--- src/hw/rtl/owrb_pkg.sv ---
package owrb_pkg;

    // Defaults for the top-level parameters.
    localparam int DEPTH_DEF        = 16;
    localparam int PAYLOAD_BITS_DEF = 32;

    // Fixed field widths of the request and result.
    localparam int FUNC_W      = 3;
    localparam int ID_W        = 8;
    localparam int IN_PAY_W    = 32;
    localparam int POS_W       = 8;
    localparam int COUNT_OUT_W = 5;
    localparam int S_TDATA_W   = 48;
    localparam int M_TDATA_W   = 48;
    localparam int M_TUSER_W   = 1;

    // Request function codes.
    typedef enum logic [FUNC_W-1:0] {
        OP_PUSH  = 3'd0,
        OP_POP   = 3'd1,
        OP_GET   = 3'd2,
        OP_FIND  = 3'd3,
        OP_ERASE = 3'd4,
        OP_FLUSH = 3'd5
    } op_t;

    // Source of the store read address.
    typedef enum logic [1:0] {
        RD_HEAD,
        RD_OFFSET,
        RD_SCAN
    } rd_sel_t;

    // Controller states.
    typedef enum logic [1:0] {
        ST_IDLE,
        ST_EXEC,
        ST_READ,
        ST_SCAN
    } ctrl_state_t;

    // Commands from the controller to the datapath.
    typedef struct packed {
        logic    load_req;
        logic    rd_en;
        rd_sel_t rd_sel;
        logic    scan_start;
        logic    scan_step;
        logic    finish;
        logic    use_entry;
    } dp_cmd_t;

    // Status from the datapath to the controller.
    typedef struct packed {
        logic [FUNC_W-1:0] func;
        logic              count_zero;
        logic              get_in_range;
        logic              match;
        logic              scan_end;
        logic              out_free;
    } dp_status_t;

endpackage

--- src/hw/rtl/owrb_ctrl.sv ---
module owrb_ctrl
(
    input  logic                 clk,
    input  logic                 rst_n,
    input  logic                 s_tvalid,
    output logic                 s_tready,
    input  owrb_pkg::dp_status_t status,
    output owrb_pkg::dp_cmd_t    cmd
);

    owrb_pkg::ctrl_state_t state_reg;
    owrb_pkg::ctrl_state_t state_next;

    // State register.
    always_ff @(posedge clk or negedge rst_n)
    begin
        if (!rst_n)
        begin
            state_reg <= owrb_pkg::ST_IDLE;
        end
        else
        begin
            state_reg <= state_next;
        end
    end

    // Next-state logic.
    always_comb
    begin
        state_next = state_reg;
        unique case (state_reg)
            owrb_pkg::ST_IDLE:
            begin
                if (s_tvalid)
                begin
                    state_next = owrb_pkg::ST_EXEC;
                end
            end
            owrb_pkg::ST_EXEC:
            begin
                if ((status.func == owrb_pkg::OP_POP) && !status.count_zero)
                begin
                    state_next = owrb_pkg::ST_READ;
                end
                else if ((status.func == owrb_pkg::OP_GET) && status.get_in_range)
                begin
                    state_next = owrb_pkg::ST_READ;
                end
                else if (status.func == owrb_pkg::OP_FIND)
                begin
                    state_next = owrb_pkg::ST_SCAN;
                end
                else if (status.out_free)
                begin
                    state_next = owrb_pkg::ST_IDLE;
                end
            end
            owrb_pkg::ST_READ:
            begin
                if (status.out_free)
                begin
                    state_next = owrb_pkg::ST_IDLE;
                end
            end
            owrb_pkg::ST_SCAN:
            begin
                if ((status.match || status.scan_end) && status.out_free)
                begin
                    state_next = owrb_pkg::ST_IDLE;
                end
            end
            default:
            begin
                state_next = owrb_pkg::ST_IDLE;
            end
        endcase
    end

    // Output logic: commands to the datapath.
    always_comb
    begin
        cmd      = '0;
        s_tready = 1'b0;
        cmd.rd_sel = owrb_pkg::RD_HEAD;
        unique case (state_reg)
            owrb_pkg::ST_IDLE:
            begin
                s_tready     = 1'b1;
                cmd.load_req = s_tvalid;
            end
            owrb_pkg::ST_EXEC:
            begin
                unique case (status.func)
                    owrb_pkg::OP_POP:
                    begin
                        if (status.count_zero)
                        begin
                            cmd.finish = status.out_free;
                        end
                        else
                        begin
                            cmd.rd_en  = 1'b1;
                            cmd.rd_sel = owrb_pkg::RD_HEAD;
                        end
                    end
                    owrb_pkg::OP_GET:
                    begin
                        if (status.get_in_range)
                        begin
                            cmd.rd_en  = 1'b1;
                            cmd.rd_sel = owrb_pkg::RD_OFFSET;
                        end
                        else
                        begin
                            cmd.finish = status.out_free;
                        end
                    end
                    owrb_pkg::OP_FIND:
                    begin
                        cmd.scan_start = 1'b1;
                    end
                    default:
                    begin
                        cmd.finish = status.out_free;
                    end
                endcase
            end
            owrb_pkg::ST_READ:
            begin
                cmd.finish    = status.out_free;
                cmd.use_entry = 1'b1;
            end
            owrb_pkg::ST_SCAN:
            begin
                if (status.match)
                begin
                    cmd.finish    = status.out_free;
                    cmd.use_entry = 1'b1;
                end
                else if (status.scan_end)
                begin
                    cmd.finish = status.out_free;
                end
                else
                begin
                    cmd.rd_en     = 1'b1;
                    cmd.rd_sel    = owrb_pkg::RD_SCAN;
                    cmd.scan_step = 1'b1;
                end
            end
            default:
            begin
                s_tready = 1'b0;
            end
        endcase
    end

endmodule

--- src/hw/rtl/owrb_dp.sv ---
module owrb_dp
#(
    parameter int DEPTH        = owrb_pkg::DEPTH_DEF,
    parameter int PAYLOAD_BITS = owrb_pkg::PAYLOAD_BITS_DEF
)
(
    input  logic                              clk,
    input  logic                              rst_n,
    input  owrb_pkg::dp_cmd_t                 cmd,
    output owrb_pkg::dp_status_t              status,
    input  logic [owrb_pkg::FUNC_W-1:0]       in_func,
    input  logic [owrb_pkg::ID_W-1:0]         in_id,
    input  logic [owrb_pkg::IN_PAY_W-1:0]     in_payload,
    input  logic [owrb_pkg::POS_W-1:0]        in_pos,
    input  logic                              m_tready,
    output logic                              out_valid,
    output logic                              out_entry_valid,
    output logic [owrb_pkg::ID_W-1:0]         out_id,
    output logic [owrb_pkg::IN_PAY_W-1:0]     out_payload,
    output logic                              out_erase_ok,
    output logic [owrb_pkg::COUNT_OUT_W-1:0]  out_count,
    output logic                              out_empty,
    output logic                              out_full
);

    localparam int PTR_W   = $clog2(DEPTH);
    localparam int CNT_W   = $clog2(DEPTH + 1);
    localparam int SUM_W   = ((PTR_W > owrb_pkg::POS_W) ? PTR_W : owrb_pkg::POS_W) + 1;
    localparam int ENTRY_W = owrb_pkg::ID_W + PAYLOAD_BITS;

    // Entry store, no reset.
    logic [ENTRY_W-1:0] mem [DEPTH];

    // Request registers.
    logic [owrb_pkg::FUNC_W-1:0] req_func_reg;
    logic [owrb_pkg::ID_W-1:0]   req_id_reg;
    logic [PAYLOAD_BITS-1:0]     req_payload_reg;
    logic [owrb_pkg::POS_W-1:0]  req_pos_reg;

    // Ring state.
    logic [PTR_W-1:0] wp_reg, wp_next;
    logic [PTR_W-1:0] rp_reg, rp_next;
    logic [CNT_W-1:0] count_reg, count_next;

    // Scan state.
    logic [PTR_W-1:0] scan_ptr_reg, scan_ptr_next;
    logic [CNT_W-1:0] scan_idx_reg, scan_idx_next;
    logic             chk_valid_reg, chk_valid_next;

    // Read port.
    logic [ENTRY_W-1:0] rd_data_reg;
    logic [PTR_W-1:0]   rd_addr;

    // Output register.
    logic                             out_valid_reg, out_valid_next;
    logic                             out_entry_valid_reg;
    logic [owrb_pkg::ID_W-1:0]        out_id_reg;
    logic [owrb_pkg::IN_PAY_W-1:0]    out_payload_reg;
    logic                             out_erase_ok_reg;
    logic [owrb_pkg::COUNT_OUT_W-1:0] out_count_reg;
    logic                             out_empty_reg;
    logic                             out_full_reg;

    logic [PAYLOAD_BITS+owrb_pkg::IN_PAY_W-1:0] in_pay_ext;
    logic [PAYLOAD_BITS+owrb_pkg::IN_PAY_W-1:0] rd_pay_ext;
    logic [CNT_W+owrb_pkg::COUNT_OUT_W-1:0]     count_out_ext;
    logic [SUM_W-1:0] pos_ext, cnt_ext, offset_sum;
    logic [PTR_W-1:0] offset_ptr, wp_inc, rp_inc, scan_inc;
    logic             erase_fit, count_full, out_free;
    logic [owrb_pkg::ID_W-1:0] rd_id;

    // Payload trim on entry and widen on exit.
    assign in_pay_ext = {{PAYLOAD_BITS{1'b0}}, in_payload};
    assign rd_pay_ext = {{owrb_pkg::IN_PAY_W{1'b0}}, rd_data_reg[PAYLOAD_BITS-1:0]};
    assign rd_id      = rd_data_reg[ENTRY_W-1:PAYLOAD_BITS];

    // Offset from the oldest entry; the sum stays below twice the depth whenever the offset is used.
    assign pos_ext    = SUM_W'(req_pos_reg);
    assign cnt_ext    = SUM_W'(count_reg);
    assign offset_sum = SUM_W'(rp_reg) + pos_ext;
    assign offset_ptr = (offset_sum >= SUM_W'(DEPTH)) ? PTR_W'(offset_sum - SUM_W'(DEPTH))
                                                      : PTR_W'(offset_sum);
    assign erase_fit  = (pos_ext <= cnt_ext);
    assign count_full = (count_reg == CNT_W'(DEPTH));

    // Wrapping increments.
    assign wp_inc   = (wp_reg == PTR_W'(DEPTH - 1)) ? '0 : wp_reg + 1'b1;
    assign rp_inc   = (rp_reg == PTR_W'(DEPTH - 1)) ? '0 : rp_reg + 1'b1;
    assign scan_inc = (scan_ptr_reg == PTR_W'(DEPTH - 1)) ? '0 : scan_ptr_reg + 1'b1;

    assign out_free = !out_valid_reg || m_tready;

    // Status to the controller.
    always_comb
    begin
        status.func         = req_func_reg;
        status.count_zero   = (count_reg == '0);
        status.get_in_range = (pos_ext < cnt_ext);
        status.match        = chk_valid_reg && (rd_id == req_id_reg);
        status.scan_end     = (scan_idx_reg == count_reg);
        status.out_free     = out_free;
    end

    // Read address select.
    always_comb
    begin
        unique case (cmd.rd_sel)
            owrb_pkg::RD_HEAD:   rd_addr = rp_reg;
            owrb_pkg::RD_OFFSET: rd_addr = offset_ptr;
            owrb_pkg::RD_SCAN:   rd_addr = scan_ptr_reg;
            default:             rd_addr = rp_reg;
        endcase
    end

    // Ring state update when a request completes.
    always_comb
    begin
        wp_next    = wp_reg;
        rp_next    = rp_reg;
        count_next = count_reg;
        if (cmd.finish)
        begin
            unique case (req_func_reg)
                owrb_pkg::OP_PUSH:
                begin
                    wp_next = wp_inc;
                    if (count_full)
                    begin
                        rp_next = rp_inc;
                    end
                    else
                    begin
                        count_next = count_reg + 1'b1;
                    end
                end
                owrb_pkg::OP_POP:
                begin
                    if (count_reg != '0)
                    begin
                        rp_next    = rp_inc;
                        count_next = count_reg - 1'b1;
                    end
                end
                owrb_pkg::OP_ERASE:
                begin
                    if (erase_fit)
                    begin
                        rp_next    = offset_ptr;
                        count_next = CNT_W'(cnt_ext - pos_ext);
                    end
                end
                owrb_pkg::OP_FLUSH:
                begin
                    wp_next    = '0;
                    rp_next    = '0;
                    count_next = '0;
                end
                default:
                begin
                    count_next = count_reg;
                end
            endcase
        end
    end

    // Scan progress.
    always_comb
    begin
        scan_ptr_next  = scan_ptr_reg;
        scan_idx_next  = scan_idx_reg;
        chk_valid_next = chk_valid_reg;
        if (cmd.scan_start)
        begin
            scan_ptr_next  = rp_reg;
            scan_idx_next  = '0;
            chk_valid_next = 1'b0;
        end
        else if (cmd.scan_step)
        begin
            scan_ptr_next  = scan_inc;
            scan_idx_next  = scan_idx_reg + 1'b1;
            chk_valid_next = 1'b1;
        end
    end

    assign out_valid_next = cmd.finish || (out_valid_reg && !m_tready);
    assign count_out_ext  = {{owrb_pkg::COUNT_OUT_W{1'b0}}, count_next};

    // Control registers.
    always_ff @(posedge clk or negedge rst_n)
    begin
        if (!rst_n)
        begin
            wp_reg        <= '0;
            rp_reg        <= '0;
            count_reg     <= '0;
            scan_ptr_reg  <= '0;
            scan_idx_reg  <= '0;
            chk_valid_reg <= 1'b0;
            out_valid_reg <= 1'b0;
        end
        else
        begin
            wp_reg        <= wp_next;
            rp_reg        <= rp_next;
            count_reg     <= count_next;
            scan_ptr_reg  <= scan_ptr_next;
            scan_idx_reg  <= scan_idx_next;
            chk_valid_reg <= chk_valid_next;
            out_valid_reg <= out_valid_next;
        end
    end

    // Request capture.
    always_ff @(posedge clk)
    begin
        if (cmd.load_req)
        begin
            req_func_reg    <= in_func;
            req_id_reg      <= in_id;
            req_payload_reg <= in_pay_ext[PAYLOAD_BITS-1:0];
            req_pos_reg     <= in_pos;
        end
    end

    // Store write on push and registered read.
    always_ff @(posedge clk)
    begin
        if (cmd.finish && (req_func_reg == owrb_pkg::OP_PUSH))
        begin
            mem[wp_reg] <= {req_id_reg, req_payload_reg};
        end
        if (cmd.rd_en)
        begin
            rd_data_reg <= mem[rd_addr];
        end
    end

    // Result register.
    always_ff @(posedge clk)
    begin
        if (cmd.finish)
        begin
            out_entry_valid_reg <= cmd.use_entry;
            out_id_reg          <= cmd.use_entry ? rd_id : '0;
            out_payload_reg     <= cmd.use_entry ? rd_pay_ext[owrb_pkg::IN_PAY_W-1:0] : '0;
            out_erase_ok_reg    <= (req_func_reg == owrb_pkg::OP_ERASE) && erase_fit;
            out_count_reg       <= count_out_ext[owrb_pkg::COUNT_OUT_W-1:0];
            out_empty_reg       <= (count_next == '0);
            out_full_reg        <= (count_next == CNT_W'(DEPTH));
        end
    end

    assign out_valid       = out_valid_reg;
    assign out_entry_valid = out_entry_valid_reg;
    assign out_id          = out_id_reg;
    assign out_payload     = out_payload_reg;
    assign out_erase_ok    = out_erase_ok_reg;
    assign out_count       = out_count_reg;
    assign out_empty       = out_empty_reg;
    assign out_full        = out_full_reg;

    // The stored count never exceeds the depth.
    a_count_bound: assert property (@(posedge clk) disable iff (!rst_n)
        count_reg <= CNT_W'(DEPTH))
        else $error("entry count above depth");

    // Pointers stay inside the store.
    a_ptr_bound: assert property (@(posedge clk) disable iff (!rst_n)
        (wp_reg <= PTR_W'(DEPTH - 1)) && (rp_reg <= PTR_W'(DEPTH - 1)))
        else $error("ring pointer out of range");

    // A result is never loaded over one that is still waiting.
    a_no_overwrite: assert property (@(posedge clk) disable iff (!rst_n)
        cmd.finish |-> (!out_valid_reg || m_tready))
        else $error("result register overwritten");

    // The scan never reads past the stored entries.
    a_scan_bound: assert property (@(posedge clk) disable iff (!rst_n)
        cmd.scan_step |-> (scan_idx_reg < count_reg))
        else $error("scan beyond stored entries");

endmodule

--- src/hw/rtl/overwrite_ring_buffer_with_id_search_top.sv ---
// Push, erase, flush and unused codes go from idle to the execute state, which loads the
// result; pop and get that return an entry add the read state behind a registered store read.
// Find reads one stored entry per cycle, from the oldest, until an id matches or none are left.
// One request is in work at a time; a new one is taken while the previous result waits.
// Reset clears the pointers, the count and the result valid; the store is not cleared.
module overwrite_ring_buffer_with_id_search_top
#(
    parameter int DEPTH        = owrb_pkg::DEPTH_DEF,
    parameter int PAYLOAD_BITS = owrb_pkg::PAYLOAD_BITS_DEF
)
(
    input  logic                               clk,
    input  logic                               rst_n,
    input  logic                               s_tvalid,
    output logic                               s_tready,
    // Fields from bit 0: entry_id[8], entry_payload[32], position[8].
    input  logic [owrb_pkg::S_TDATA_W-1:0]     s_tdata,
    // Fields from bit 0: func[3].
    input  logic [owrb_pkg::FUNC_W-1:0]        s_tuser,
    output logic                               m_tvalid,
    input  logic                               m_tready,
    // Fields from bit 0: out_id[8], out_payload[32], erase_ok[1], entry_count[5],
    // is_empty[1], is_full[1].
    output logic [owrb_pkg::M_TDATA_W-1:0]     m_tdata,
    // Fields from bit 0: entry_valid[1].
    output logic [owrb_pkg::M_TUSER_W-1:0]     m_tuser
);

    owrb_pkg::dp_cmd_t    cmd;
    owrb_pkg::dp_status_t status;

    logic                             out_entry_valid;
    logic [owrb_pkg::ID_W-1:0]        out_id;
    logic [owrb_pkg::IN_PAY_W-1:0]    out_payload;
    logic                             out_erase_ok;
    logic [owrb_pkg::COUNT_OUT_W-1:0] out_count;
    logic                             out_empty;
    logic                             out_full;

    // Sequencing of each request.
    owrb_ctrl u_ctrl
    (
        .clk      (clk),
        .rst_n    (rst_n),
        .s_tvalid (s_tvalid),
        .s_tready (s_tready),
        .status   (status),
        .cmd      (cmd)
    );

    // Store, ring pointers and result register.
    owrb_dp
    #(
        .DEPTH        (DEPTH),
        .PAYLOAD_BITS (PAYLOAD_BITS)
    )
    u_dp
    (
        .clk             (clk),
        .rst_n           (rst_n),
        .cmd             (cmd),
        .status          (status),
        .in_func         (s_tuser),
        .in_id           (s_tdata[7:0]),
        .in_payload      (s_tdata[39:8]),
        .in_pos          (s_tdata[47:40]),
        .m_tready        (m_tready),
        .out_valid       (m_tvalid),
        .out_entry_valid (out_entry_valid),
        .out_id          (out_id),
        .out_payload     (out_payload),
        .out_erase_ok    (out_erase_ok),
        .out_count       (out_count),
        .out_empty       (out_empty),
        .out_full        (out_full)
    );

    // Result packing.
    assign m_tdata = {out_full, out_empty, out_count, out_erase_ok, out_payload, out_id};
    assign m_tuser = out_entry_valid;

endmodule

--- config.mk ---
export PLATFORM = sky130hd
export DESIGN_NAME = overwrite_ring_buffer_with_id_search_top
export DESIGN_NICKNAME = d
export VERILOG_FILES = /design/src/hw/rtl/owrb_pkg.sv /design/src/hw/rtl/owrb_ctrl.sv /design/src/hw/rtl/owrb_dp.sv /design/src/hw/rtl/overwrite_ring_buffer_with_id_search_top.sv
export SDC_FILE = /design/constraint.sdc
export NUM_CORES = 1
export LEC_CHECK = 0
export ABC_CLOCK_PERIOD_IN_PS = 13200
export BUFFER_PORTS_ARGS = -buffer_cell sky130_fd_sc_hd__buf_2
export CORE_ASPECT_RATIO = 1.5
export CORE_MARGIN = 2
export CORE_UTILIZATION = 60
export CTS_BUF_LIST = sky130_fd_sc_hd__clkbuf_8
export CTS_CLUSTER_SIZE = 30
export DETAILED_ROUTE_END_ITERATION = 16
export GPL_TIMING_DRIVEN = 0
export PLACE_DENSITY = 0.79
export SLEW_MARGIN = 20
export SYNTH_ARGS = -nofsm -noshare
export SYNTH_HDL_FRONTEND = slang
export SYNTH_HIERARCHICAL = 1
export SYNTH_SLANG_ARGS = --single-unit
--- constraint.sdc ---
create_clock -name clk -period 13.2 [get_ports clk]
set_input_delay 0.66 -clock clk [delete_from_list [all_inputs] [get_ports clk]]
set_output_delay 0.66 -clock clk [all_outputs]
set_load 0.01 [all_outputs]
[Word level (Yosys, flattened, before mapping)]
Memories as Yosys holds them, arrays and structs flattened. A register that Yosys moved wholly into a read port is not among the register bits.
Index checks and enable logic that the tools add are counted.
Storage, ports and cells
  word-level logic and storage cells: 129
  flip-flop bits (word level): 126
  output and inout bits: 51
  bits in writable memories: 640
  bits of input ports: 55
  memories kept: 1
Cells by class
  muxes and demuxes: 51
  $add $sub $neg: 9
  reduce and logical (&&, ||, !) cells: 24
  equal/unequal tests: 22
  magnitude comparators: 3
Memories
  u_dp.mem: depth 16, bits a word 40, read ports 1, clocked after memory_dff 1, write ports 1, line owrb_dp.sv:32  | logic [ENTRY_W-1:0] mem [DEPTH];
Operators with widths (number)
  $mux W4: 9
  $mux W5: 6
  $pmux W5 S4: 1
  $mux W1: 16
  $pmux W4 S2: 2
  $pmux W4 S4: 1
  $add A4 B1 Y4 const B: 3
  $eq A4 B4 Y1 const B: 3
  $mux W2: 6
  $mux W3: 4
  $pmux W3 S2: 2
  $add A5 B1 Y5 const B: 2
  $eq A5 B5 Y1 const B: 2
  $logic_not A5 Y1: 2
  $add A4 B8 Y9: 1
  $ge A9 B5 Y1 const B: 1
  $eq A8 B8 Y1: 1
  $le A8 B5 Y1: 1
  $lt A8 B5 Y1: 1
  $ne A2 B1 Y1 const B: 4
  $pmux W2 S4: 1
  $logic_and A1 B1 Y1: 7
  $eq A2 B2 Y1 const B: 3
  $eq A3 B2 Y1 const B: 2
  other kinds (19): 28

[Depth between registers and ports, before layout]
Gate-level depths: netlist of run 1.
  depth in word-level cells: 8
  mapped depth: 19
  depth with buffers taken out: 15

[By module]
Netlist of run 1, hierarchy kept.
Modules (own cells, without submodules)
  owrb_dp: area each 31759.2 µm², sequential area each 24023.0 µm², cells each 2171, instances 1
  owrb_ctrl: area each 242.7 µm², sequential area each 50.0 µm², cells each 34, instances 1
  overwrite_ring_buffer_with_id_search_top: area each 22.5 µm², sequential area each 0.0 µm², cells each 3, instances 1

[Worst setup path after synthesis of run 1]
No wires, ideal clock.
  kind: register to register
  start point: register u_dp.count_reg[1]
  end point: memory u_dp/mem[3][0] (netlist bit) (enable)
  library setup time: 0.551 ns
  buffers on the path: 0
  cell stages (with the launch flop): 11
  arrival: 10.403 ns
  required time: 12.649 ns
  setup slack: 2.246 ns
  period minus slack after synthesis: 10.954 ns
  path through: dfrtp_1 > ha_1 > nor2b_1 > o211ai_1 > a21oi_1 > nor3_1 > o21ai_0 > nand3_1 > a211oi_1 > nand3b_1 > nor4b_1
RTL lines
  start: declaration: line owrb_dp.sv:43  | logic [CNT_W-1:0] count_reg, count_next;
  start signal: assignment: line owrb_dp.sv:206  | count_reg <= count_next;
  end: declaration: line owrb_dp.sv:32

==> results of run 1 <==
==> cells by family after synthesis <==
family / synth area share
AND/OR/NAND/NOR: 0.125
flip-flops: 0.752
AO/OA/AOI/OAI: 0.0414
buffers and inverters: 0.0243
multiplexers: 0.0388
XOR/XNOR: 0.00820
adder cells (fa/ha/maj): 0.0106
==> repair_timing <==
item / 4_1_cts / 5_1_grt
hold buffers: 1 / 0
hold endpoints to repair: 26 / 0
resized for setup: 0 / 0
==> final cells by class <==
| class | count | area (sq um) |
|---|---|---|
| sequential | 806 | 24100 |
| fill | 3374 | 16400 |
| multi-input combinational | 1247 | 7280 |
| clock buffer | 115 | 1580 |
| timing repair buffer | 171 | 1150 |
| tap | 682 | 853 |
| buffer | 124 | 661 |
| clock inverter | 85 | 633 |
| inverter | 31 | 116 |
| antenna | 2 | 5.00 |
==> worst max path at each step <==
| stage | endpoint | slack, ns | cells past startpoint |
|---|---|---|---|
| floorplan | u_dp/mem[3][0]$_DFFE_PP_ | 2.25 | 10 |
| global placement | u_dp/mem[3][5]$_DFFE_PP_ | -5.58 | 7 |
| detailed placement | u_dp/mem[7][2]$_DFFE_PP_ | 7.69 | 13 |
| CTS | u_dp/mem[7][14]$_DFFE_PP_ | 7.65 | 13 |
| global route | u_dp/mem[7][14]$_DFFE_PP_ | 7.31 | 13 |
| finish | u_dp/rd_data_reg[0]$_DFFE_PP_ | 7.62 | 16 |
==> per-layer routing <==
metal	vias up	global-route usage
met2	1231	0.502
met3	272	0.0619
met5	-	0
met4	0	0.188
met1	9721	0.324
li1	8784	-
==> power by group <==
group | switching [mW] | internal (mW)
sequential | 0.205 | 3.22
clock | 0.899 | 1.01
combinational | 1.93 | 0.932
==> cell usage in the layout, fill, tap and decap left out, drive strengths merged, types with 13 or more instances in the layout <==
cell type,count
ha,24
nor2,29
nand2,504
o21ai,22
clkinv,36
nand3,246
inv,69
xor2,15
buf,246
a21oi,25
edfxtp,780
xnor2,15
dfrtp,26
nor3,13
clkbuf,163
mux2i,124
a32oi,82
and2,49
==> impl_metrics.env, run 1 <==
export IMPL_outcome="completed"
export IMPL_setup_violations=0
export IMPL_leakagePower_nw=13.4
export IMPL_hold_path_class="input pin to flip-flop"
export IMPL_synth_warnings=6
export IMPL_ys_flop_type="edfxtp_1"
export IMPL_finClkSkew_ns=0.0372
export IMPL_reg2reg_slack_ns=7.62
export IMPL_cp_required_ns=13.65
export IMPL_pre_cts_ws_ns=7.69
export IMPL_cp_top_family="simple AND/OR/NAND/NOR gates"
export IMPL_layout_cells_non_filler=3263
export IMPL_grt_max_degree=42
export IMPL_start_util=0.608
export IMPL_wl_um=78900
export IMPL_drive_gt1_frac=0.165
export IMPL_nets=2573
export IMPL_gp_congestion=0.871
export IMPL_fin_tns_setup_ns=0
export IMPL_yosysMostFrequentCell="edfxtp_1"
export IMPL_synth_enable_flop_cells=780
export IMPL_ir_drop_mv=0.154
export IMPL_yosys_top_cells_area="edfxtp_1 (73%), nand2_1 (5.9%), mux2i_1 (3.9%)"
export IMPL_fin_ws_ns=7.62
export IMPL_avgSynthCellArea_sq_um=14.5
export IMPL_cap_violations=0
export IMPL_place_inst=3060
export IMPL_cts_setup_buffers=0
export IMPL_drt_iter0_drc=2054
export IMPL_crit_path_max_fanout=10
export IMPL_cts_root_buf="clkbuf_8"
export IMPL_cts_tree="yes"
export IMPL_post_route_drc_count=0
export IMPL_grt_pass1_wl_um=117000
export IMPL_setup_worst_path_class="flip-flop to flip-flop"
export IMPL_h_tree_depth=3
export IMPL_yosysTopAreaCellShare=0.731
export IMPL_drv_slew=0
export IMPL_fin_util=0.690
export IMPL_yosys_area_top_type="edfxtp_1"
export IMPL_timing_final_crit_share=0.423
export IMPL_r2r_end="u_dp/rd_data_reg[0]$_DFFE_PP_"
export IMPL_clkSinkCount=806
export IMPL_via_per_inst=6.13
export IMPL_whs_ns=0.0980
export IMPL_critPathLaunch="u_dp/count_reg[1]$_DFF_PN0_"
export IMPL_p_total_mw=8.20
export IMPL_wl_met1_um=25600
export IMPL_ant_nets=0
export IMPL_seq_area_frac_synth=0.752
export IMPL_top_layer="met4"
export IMPL_area_delta_synth_final_pct=13.5
export IMPL_yosysUniqueCellTypes=68
export IMPL_syn_cell_area_sq_um=32000
export IMPL_synth_fp_nets=2289
export IMPL_path_clk_slew_ns=0.06
export IMPL_dp_final_hpwl_um=51600
export IMPL_clock_latency_ns=0.74
export IMPL_end_kind="flip-flop"
export IMPL_grt_ovfl_total=0
export IMPL_grt_pass1_vias=20800
export IMPL_port_buffers=105
export IMPL_ys_ff_latch=806
export IMPL_dr_wl_met3_um=7610
export IMPL_grt_usage=0.291
export IMPL_cts_buffer_depth=3
export IMPL_async_flop_share=0.0323
export IMPL_relSlewSlack=0.369
export IMPL_die_w_um=193
export IMPL_core_area_sq_um=52700
export IMPL_top_level_ports=106
export IMPL_start_kind="flip-flop"
export IMPL_reg2reg_depth=16
export IMPL_min_to="u_dp/req_payload_reg[2]$_DFFE_PP_"
export IMPL_post_route_min_period_ns=5.58
export IMPL_fmax_ghz=0.179
export IMPL_ys_top_cells_by_count="edfxtp_1 (780), nand2_1 (503), nand3_1 (246), mux2i_1 (124), a32oi_1 (82)"
export IMPL_numCtsBuffers=111
export IMPL_slowest_stage="nor2_1"
export IMPL_worstPathArrival_ns=6.03
export IMPL_hold_depth=1
export IMPL_cp_slowest_stage_delay_ns=0.71
export IMPL_worst_pin_slew_ns=0.943
export IMPL_firstDrtPassIters=5
export IMPL_finalHoldViolCount=0
export IMPL_postSynthCellCount=2208
export IMPL_path_buf_inv=3
export IMPL_die_h_um=287
export IMPL_stdcell_area_sq_um=36300
export IMPL_dieArea_sq_um=55300
export IMPL_antenna_found_initial=1
export IMPL_num_vias=20000
export IMPL_min_delay_start="s_tdata[10]"
export IMPL_powerDensity_nw_per_um2=226
export IMPL_postPlaceCellArea_sq_um=34100
export IMPL_rsz0062_at_grt="false"
export IMPL_r2r_start="u_dp/count_reg[1]$_DFF_PN0_"
export IMPL_num_rows=103
export IMPL_cp_cell_sequence="ha_1 > nor2b_1 > o211ai_1 > a21oi_1 > nor3_1 > and4b_1 > inv_1 > ha_1 > buf_2 > nor2b_1 > a31o_2 > nor2_1 > clkbuf_1 > nand3_1 > nand3_1 > mux2i_1"
export IMPL_wl_met2_um=41200
export IMPL_wl_per_cell_um=24.2
export IMPL_largest_reg_flops=640
Power figures use the tool's default switching activity.
==> run 2: changes to the inputs <==
- ABC_CLOCK_PERIOD_IN_PS: 13200 -> 5000
- CORE_UTILIZATION: 60 -> 58
- PLACE_DENSITY: 0.79 -> 0.8
- clock period: 13.2 -> 5 ns (I/O delays scaled with it)
==> impl_metrics.env, run 2 (same netlist as run 1, synthesis figures left out) <==
export IMPL_slowest_stage="clkbuf_1"
export IMPL_gp_congestion=0.898
export IMPL_wl_per_cell_um=24.8
export IMPL_grt_pass1_vias=21100
export IMPL_end_kind="flip-flop"
export IMPL_internal_power_mw=13.5
export IMPL_via_per_inst=6.15
export IMPL_port_buffers=105
export IMPL_grtUsageMet2=0.500
export IMPL_switching_share=0.376
export IMPL_powerDensity_nw_per_um2=586
export IMPL_antenna_found_initial=1
export IMPL_ant_nets=0
export IMPL_cts_tree="yes"
export IMPL_critPathLaunch="u_dp/req_pos_reg[1]$_DFFE_PP_"
export IMPL_outcome="completed"
export IMPL_reg2reg_depth=18
export IMPL_start_kind="flip-flop"
export IMPL_grt_ovfl_total=0
export IMPL_grt_usage=0.283
export IMPL_die_h_um=292
export IMPL_finalHoldViolCount=0
export IMPL_cts_buffer_depth=3
export IMPL_leakagePower_nw=13.6
export IMPL_cp_required_ns=5.50
export IMPL_clkPwrFrac=0.227
export IMPL_cap_violations=0
export IMPL_r2r_start="u_dp/req_pos_reg[1]$_DFFE_PP_"
export IMPL_grt_busiest_layer="met2"
export IMPL_num_rows=105
export IMPL_start_util=0.586
export IMPL_clock_latency_ns=0.73
export IMPL_timing_final_crit_share=0.994
export IMPL_path_buf_inv=5
export IMPL_rsz0062_at_grt="true"
export IMPL_path_clk_slew_ns=0.07
export IMPL_post_route_drc_count=0
export IMPL_grt_max_degree=42
export IMPL_cp_endpoint="u_dp/rd_data_reg[3]$_DFFE_PP_"
export IMPL_fin_tns_setup_ns=0
export IMPL_cp_cell_sequence="inv_2 > ha_4 > nor2b_1 > o211ai_1 > a21oi_1 > nor3_2 > and4b_1 > inv_1 > ha_1 > buf_2 > a221o_1 > and2_1 > buf_2 > clkbuf_1 > nand2_1 > a32oi_1 > nand3_1 > mux2i_1"
export IMPL_drive_gt1_frac=0.166
export IMPL_wl_um=82400
export IMPL_area_delta_synth_final_pct=15.7
export IMPL_num_vias=20400
export IMPL_worst_pin_slew_ns=0.971
export IMPL_drt_iter0_drc=2379
export IMPL_nets=2614
export IMPL_worstPathArrival_ns=5.47
export IMPL_nFillCells=3542
export IMPL_hold_path_class="input pin to async pin"
export IMPL_cp_slowest_stage_delay_ns=0.54
export IMPL_cts_root_buf="clkbuf_8"
export IMPL_fin_ws_ns=0.0304
export IMPL_drv_slew=0
export IMPL_r2r_end="u_dp/rd_data_reg[3]$_DFFE_PP_"
export IMPL_setup_violations=0
export IMPL_post_route_min_period_ns=4.97
export IMPL_met3_usage=0.0526
export IMPL_core_area_sq_um=54700
export IMPL_numCtsBuffers=110
export IMPL_ir_drop_mv=0.303
export IMPL_fmax_ghz=0.201
export IMPL_cp_common_cell="buf_2"
export IMPL_top_level_ports=106
export IMPL_crit_path_max_fanout=10
export IMPL_h_tree_depth=3
export IMPL_p_comb_frac=0.356
export IMPL_reg2reg_slack_ns=0.03
export IMPL_p_sw_mw=8.17
export IMPL_use_met1=0.319
export IMPL_grt_pass1_wl_um=120000
export IMPL_relSlewSlack=0.352
export IMPL_setup_worst_path_class="flip-flop to flip-flop"
export IMPL_cp_depth=18
export IMPL_firstDrtPassIters=8
export IMPL_finClkSkew_ns=0.0332
export IMPL_final_cell_mix="edfxtp_1 (780), nand2_1 (502), nand3_1 (246)"
export IMPL_layout_commonest_cell="edfxtp_1"
export IMPL_dp_final_hpwl_um=51500
export IMPL_dieArea_sq_um=57100
export IMPL_largest_reg_flops=640
export IMPL_cp_top_family="simple AND/OR/NAND/NOR gates"
export IMPL_pre_cts_ws_ns=-0.459
export IMPL_clkSinkCount=806
export IMPL_die_w_um=196
export IMPL_seq_power_share=0.417
[run 2: stage by stage]
stage | cell area, sq um | std cells | hold slack (ns) | power (mW) | util
after CTS | 36900 | 3303 | 0.0587 | 21.6 | 0.676
after global placement | 33600 | 3008 | 0.320 | 16.2 | 0.615
after floorplan | 32200 | 2208 | -0.0456 | 13.8 | -
after detailed placement | 34200 | 3050 | 0.313 | 16.6 | 0.626
final | 37100 | 3316 | 0.0863 | 21.7 | 0.678
after global routing | 37100 | 3316 | 0.116 | 22.6 | 0.678
[run 2: layout make-up]
class	count	area (sq um)	area share
flip-flops and latches	806	24100	0.650
multi-input cells	1251	7420	0.200
repair buffers	209	1740	0.0471
clock buffers	112	1540	0.0416
well taps	695	870	0.0235
plain buffers	124	682	0.0184
clock inverters	87	607	0.0164
inverters	31	116	0.00314
diodes	1	2.50	0.0000675
[run 2: worst min-delay path by stage]
| stage | start | end | slack (ns) | depth (start not counted) |
|---|---|---|---|---|
| 6_report | rst_n | u_dp/wp_reg[1]$_DFFE_PN0P_ | 0.09 | 2 |
| 5_1_grt | rst_n | u_dp/count_reg[2]$_DFF_PN0_ | 0.12 | 2 |
| 4_1_cts | rst_n | u_dp/wp_reg[0]$_DFFE_PN0P_ | 0.06 | 2 |
| 3_5_place_dp | rst_n | u_dp/count_reg[2]$_DFF_PN0_ | 0.31 | 1 |
| 3_3_place_gp | rst_n | u_dp/count_reg[2]$_DFF_PN0_ | 0.32 | 1 |
| 2_1_floorplan | rst_n | u_ctrl/state_reg[0]$_DFFE_PN0P_ | -0.05 | 0 |
[run 2: power groups by stage]
stage	combinational (mW)	clock, mW	sequential (mW)
after CTS	7.54	4.99	9.06
after global routing	8.20	5.27	9.13
after global placement	7.05	0	9.19
final	7.73	4.93	9.06
after detailed placement	7.43	0	9.19
after floorplan	4.67	0	9.09
[run 2: layer usage]
metal  routed length (um)  vias up
met2                42800     1299
met3                 7800      278
met4                 4410        0
met5                    0        -
met1                27300     9957
li1                     -     8874
[run 2: worst register-to-register path, cell delays in order, from the launching register on]
cell and delay (ns):
edfxtp_1 0.47, inv_2 0.18, ha_4 0.23, nor2b_1 0.12
o211ai_1 0.29, a21oi_1 0.14, nor3_2 0.48, and4b_1 0.31
inv_1 0.05, ha_1 0.26, buf_2 0.19, a221o_1 0.19
and2_1 0.13, buf_2 0.20, clkbuf_1 0.55, nand2_1 0.12
a32oi_1 0.35, nand3_1 0.14, mux2i_1 0.35
[run 2: repair_timing]
action | in CTS | in global routing
setup endpoints to repair | 40 | 284
hold buffers | 54 | 0
cloned | 0 | 4
pin swaps | 0 | 10
gates resized for setup | 4 | 37
endpoints found under the hold margin | 79 | 0
setup buffers | 0 | 8
==> run 3: changes to the inputs <==
==> constraint.sdc (replaced) <==
create_clock -name clk -period 5 [get_ports clk]
set_input_delay 0 -clock clk [delete_from_list [all_inputs] [get_ports clk]]
set_output_delay 0 -clock clk [all_outputs]
set_load 0.01 [all_outputs]
==> impl_metrics.env, run 3 (same netlist as run 1, synthesis figures left out) <==
export IMPL_outcome="completed"
export IMPL_gp_congestion=0.898
export IMPL_final_cell_mix="edfxtp_1 (780), nand2_1 (502), nand3_1 (246)"
export IMPL_ir_drop_mv=0.311
export IMPL_num_rows=105
export IMPL_port_buffers=105
export IMPL_cp_cell_sequence="inv_2 > ha_4 > nor2b_1 > o211ai_1 > a21oi_1 > nor3_2 > and4b_1 > inv_1 > ha_1 > buf_2 > a221o_1 > and2_1 > buf_2 > clkbuf_1 > nand2_1 > a32oi_1 > nand3_1 > mux2i_1"
export IMPL_wl_um=83200
export IMPL_cp_slowest_stage_delay_ns=0.50
export IMPL_postPlaceCellArea_sq_um=34200
export IMPL_setup_worst_path_class="flip-flop to flip-flop"
export IMPL_p_sw_mw=8.20
export IMPL_timing_final_crit_share=0.989
export IMPL_grt_max_degree=42
export IMPL_leakagePower_nw=13.8
export IMPL_ant_nets=0
export IMPL_internal_power_mw=13.6
export IMPL_grt_pass1_vias=21400
export IMPL_stdcell_area_sq_um=37500
export IMPL_cts_root_buf="clkbuf_8"
export IMPL_grt_ovfl_total=0
export IMPL_top_level_ports=106
export IMPL_core_area_sq_um=54700
export IMPL_area_delta_synth_final_pct=17.2
export IMPL_dp_final_hpwl_um=51500
export IMPL_path_clk_slew_ns=0.07
export IMPL_cts_tree="yes"
export IMPL_pre_cts_ws_ns=-0.459
export IMPL_clock_latency_ns=0.74
export IMPL_grt_usage=0.287
export IMPL_via_per_inst=6.12
export IMPL_firstDrtPassIters=8
export IMPL_cap_violations=0
export IMPL_worstPathArrival_ns=5.44
export IMPL_start_util=0.586
export IMPL_seq_power_share=0.417
export IMPL_fmax_ghz=0.202
export IMPL_finalHoldViolCount=0
export IMPL_fin_ws_ns=0.0547
export IMPL_path_buf_inv=5
export IMPL_post_route_drc_count=0
export IMPL_cp_common_cell="buf_2"
export IMPL_fin_tns_setup_ns=0
export IMPL_grt_pass1_wl_um=121000
export IMPL_cts_buffer_depth=3
export IMPL_nFillCells=3502
export IMPL_crit_path_max_fanout=10
export IMPL_finClkSkew_ns=0.0409
export IMPL_powerDensity_nw_per_um2=580
export IMPL_drt_iter0_drc=2391
export IMPL_drv_slew=0
export IMPL_layout_commonest_cell="edfxtp_1"
export IMPL_slowest_stage="clkbuf_1"
export IMPL_cp_required_ns=5.50
export IMPL_h_tree_depth=3
export IMPL_worst_pin_slew_ns=0.971
export IMPL_drive_gt1_frac=0.164
export IMPL_antenna_found_initial=1
export IMPL_post_route_min_period_ns=4.95
export IMPL_largest_reg_flops=640
export IMPL_clkPwrFrac=0.227
export IMPL_nets=2662
export IMPL_clkSinkCount=806
export IMPL_setup_violations=0
export IMPL_numCtsBuffers=110
export IMPL_p_comb_frac=0.357
export IMPL_relSlewSlack=0.352
export IMPL_dieArea_sq_um=57100
export IMPL_switching_share=0.377
export IMPL_whs_ns=0.0440
export IMPL_die_w_um=196
export IMPL_start_kind="flip-flop"
export IMPL_hold_path_class="input pin to flip-flop"
export IMPL_num_vias=20600
export IMPL_die_h_um=292
export IMPL_cp_top_family="simple AND/OR/NAND/NOR gates"
export IMPL_wl_per_cell_um=24.7
export IMPL_end_kind="flip-flop"
==> run 3: cell types whose count changed in the layout (fill, tap and decap cells not counted) <==
cell / previous run / this run
dlygate4sd3_1: 54 / 102
clkbuf_1: 30 / 28
clkbuf_2: 18 / 20
buf_12: 3 / 4
buf_4: 19 / 18
==> run 3: power by group through the flow <==
stage	sequential [mW]	clock, mW	combinational, mW
finish	9.07	4.93	7.76
global route	9.13	5.27	8.23
CTS	9.06	4.99	7.57
detailed placement	9.19	0	7.43
global placement	9.19	0	7.05
floorplan	9.09	0	4.67
==> run 3: layer usage <==
layer,vias to the layer above,share of wire,global-route usage
met3,280,0.096,0.0514
met2,1314,0.52,0.510
met4,0,0.053,0.171
met1,10000,0.33,0.322
li1,8973,-,-
met5,-,0,0
==> run 3: final timing paths <==
path                                                      from  slack, ns  cells past startpoint                                 to
worst max-delay path             u_dp/req_pos_reg[1]$_DFFE_PP_       0.05                     18      u_dp/rd_data_reg[3]$_DFFE_PP_
worst min-delay path                               s_tdata[10]       0.04                      2  u_dp/req_payload_reg[2]$_DFFE_PP_
worst max register to register   u_dp/req_pos_reg[1]$_DFFE_PP_       0.05                     18      u_dp/rd_data_reg[3]$_DFFE_PP_
worst min register to register  u_dp/chk_valid_reg$_DFFE_PN0P_       0.48                      2     u_dp/chk_valid_reg$_DFFE_PN0P_
max in group asynchronous                                rst_n       4.48                      4    u_ctrl/state_reg[1]$_DFFE_PN0P_
min in group asynchronous                                rst_n       0.32                      4         u_dp/wp_reg[0]$_DFFE_PN0P_
==> run 3: metrics by stage <==
step / util / instances / total power [mW]
global route: 0.687 / 3364 / 22.6
global placement: 0.615 / 3008 / 16.2
floorplan: - / 2208 / 13.8
CTS: 0.685 / 3352 / 21.6
detailed placement: 0.626 / 3050 / 16.6
finish: 0.687 / 3364 / 21.8
==> run 3: final cells by class <==
| class | instances | area [sq um] | area share |
|---|---|---|---|
| sequential | 806 | 24100 | 0.641 |
| timing repair buffer | 257 | 2240 | 0.0596 |
| antenna | 1 | 2.50 | 0.0000666 |
| clock buffer | 112 | 1540 | 0.0411 |
| clock inverter | 87 | 607 | 0.0162 |
| tap | 695 | 870 | 0.0232 |
| inverter | 31 | 116 | 0.00310 |
| buffer | 124 | 684 | 0.0182 |
| multi-input combinational | 1251 | 7420 | 0.198 |
==> run 3: worst register-to-register path: stages (launching register included) <==
cell and delay (ns):
edfxtp_1 0.48, inv_2 0.18, ha_4 0.23, nor2b_1 0.12, o211ai_1 0.29, a21oi_1 0.14
nor3_2 0.47, and4b_1 0.31, inv_1 0.05, ha_1 0.26, buf_2 0.18, a221o_1 0.20
and2_1 0.14, buf_2 0.20, clkbuf_1 0.51, nand2_1 0.13, a32oi_1 0.34, nand3_1 0.13
mux2i_1 0.36
==> run 3: repair_timing <==
action	4_1_cts	5_1_grt
gates cloned	0	4
endpoints found under the hold margin	95	0
buffers inserted	0	7
gates resized for setup	4	41
endpoints found under the setup margin	40	237
pin swaps	0	10
hold buffers	103	0
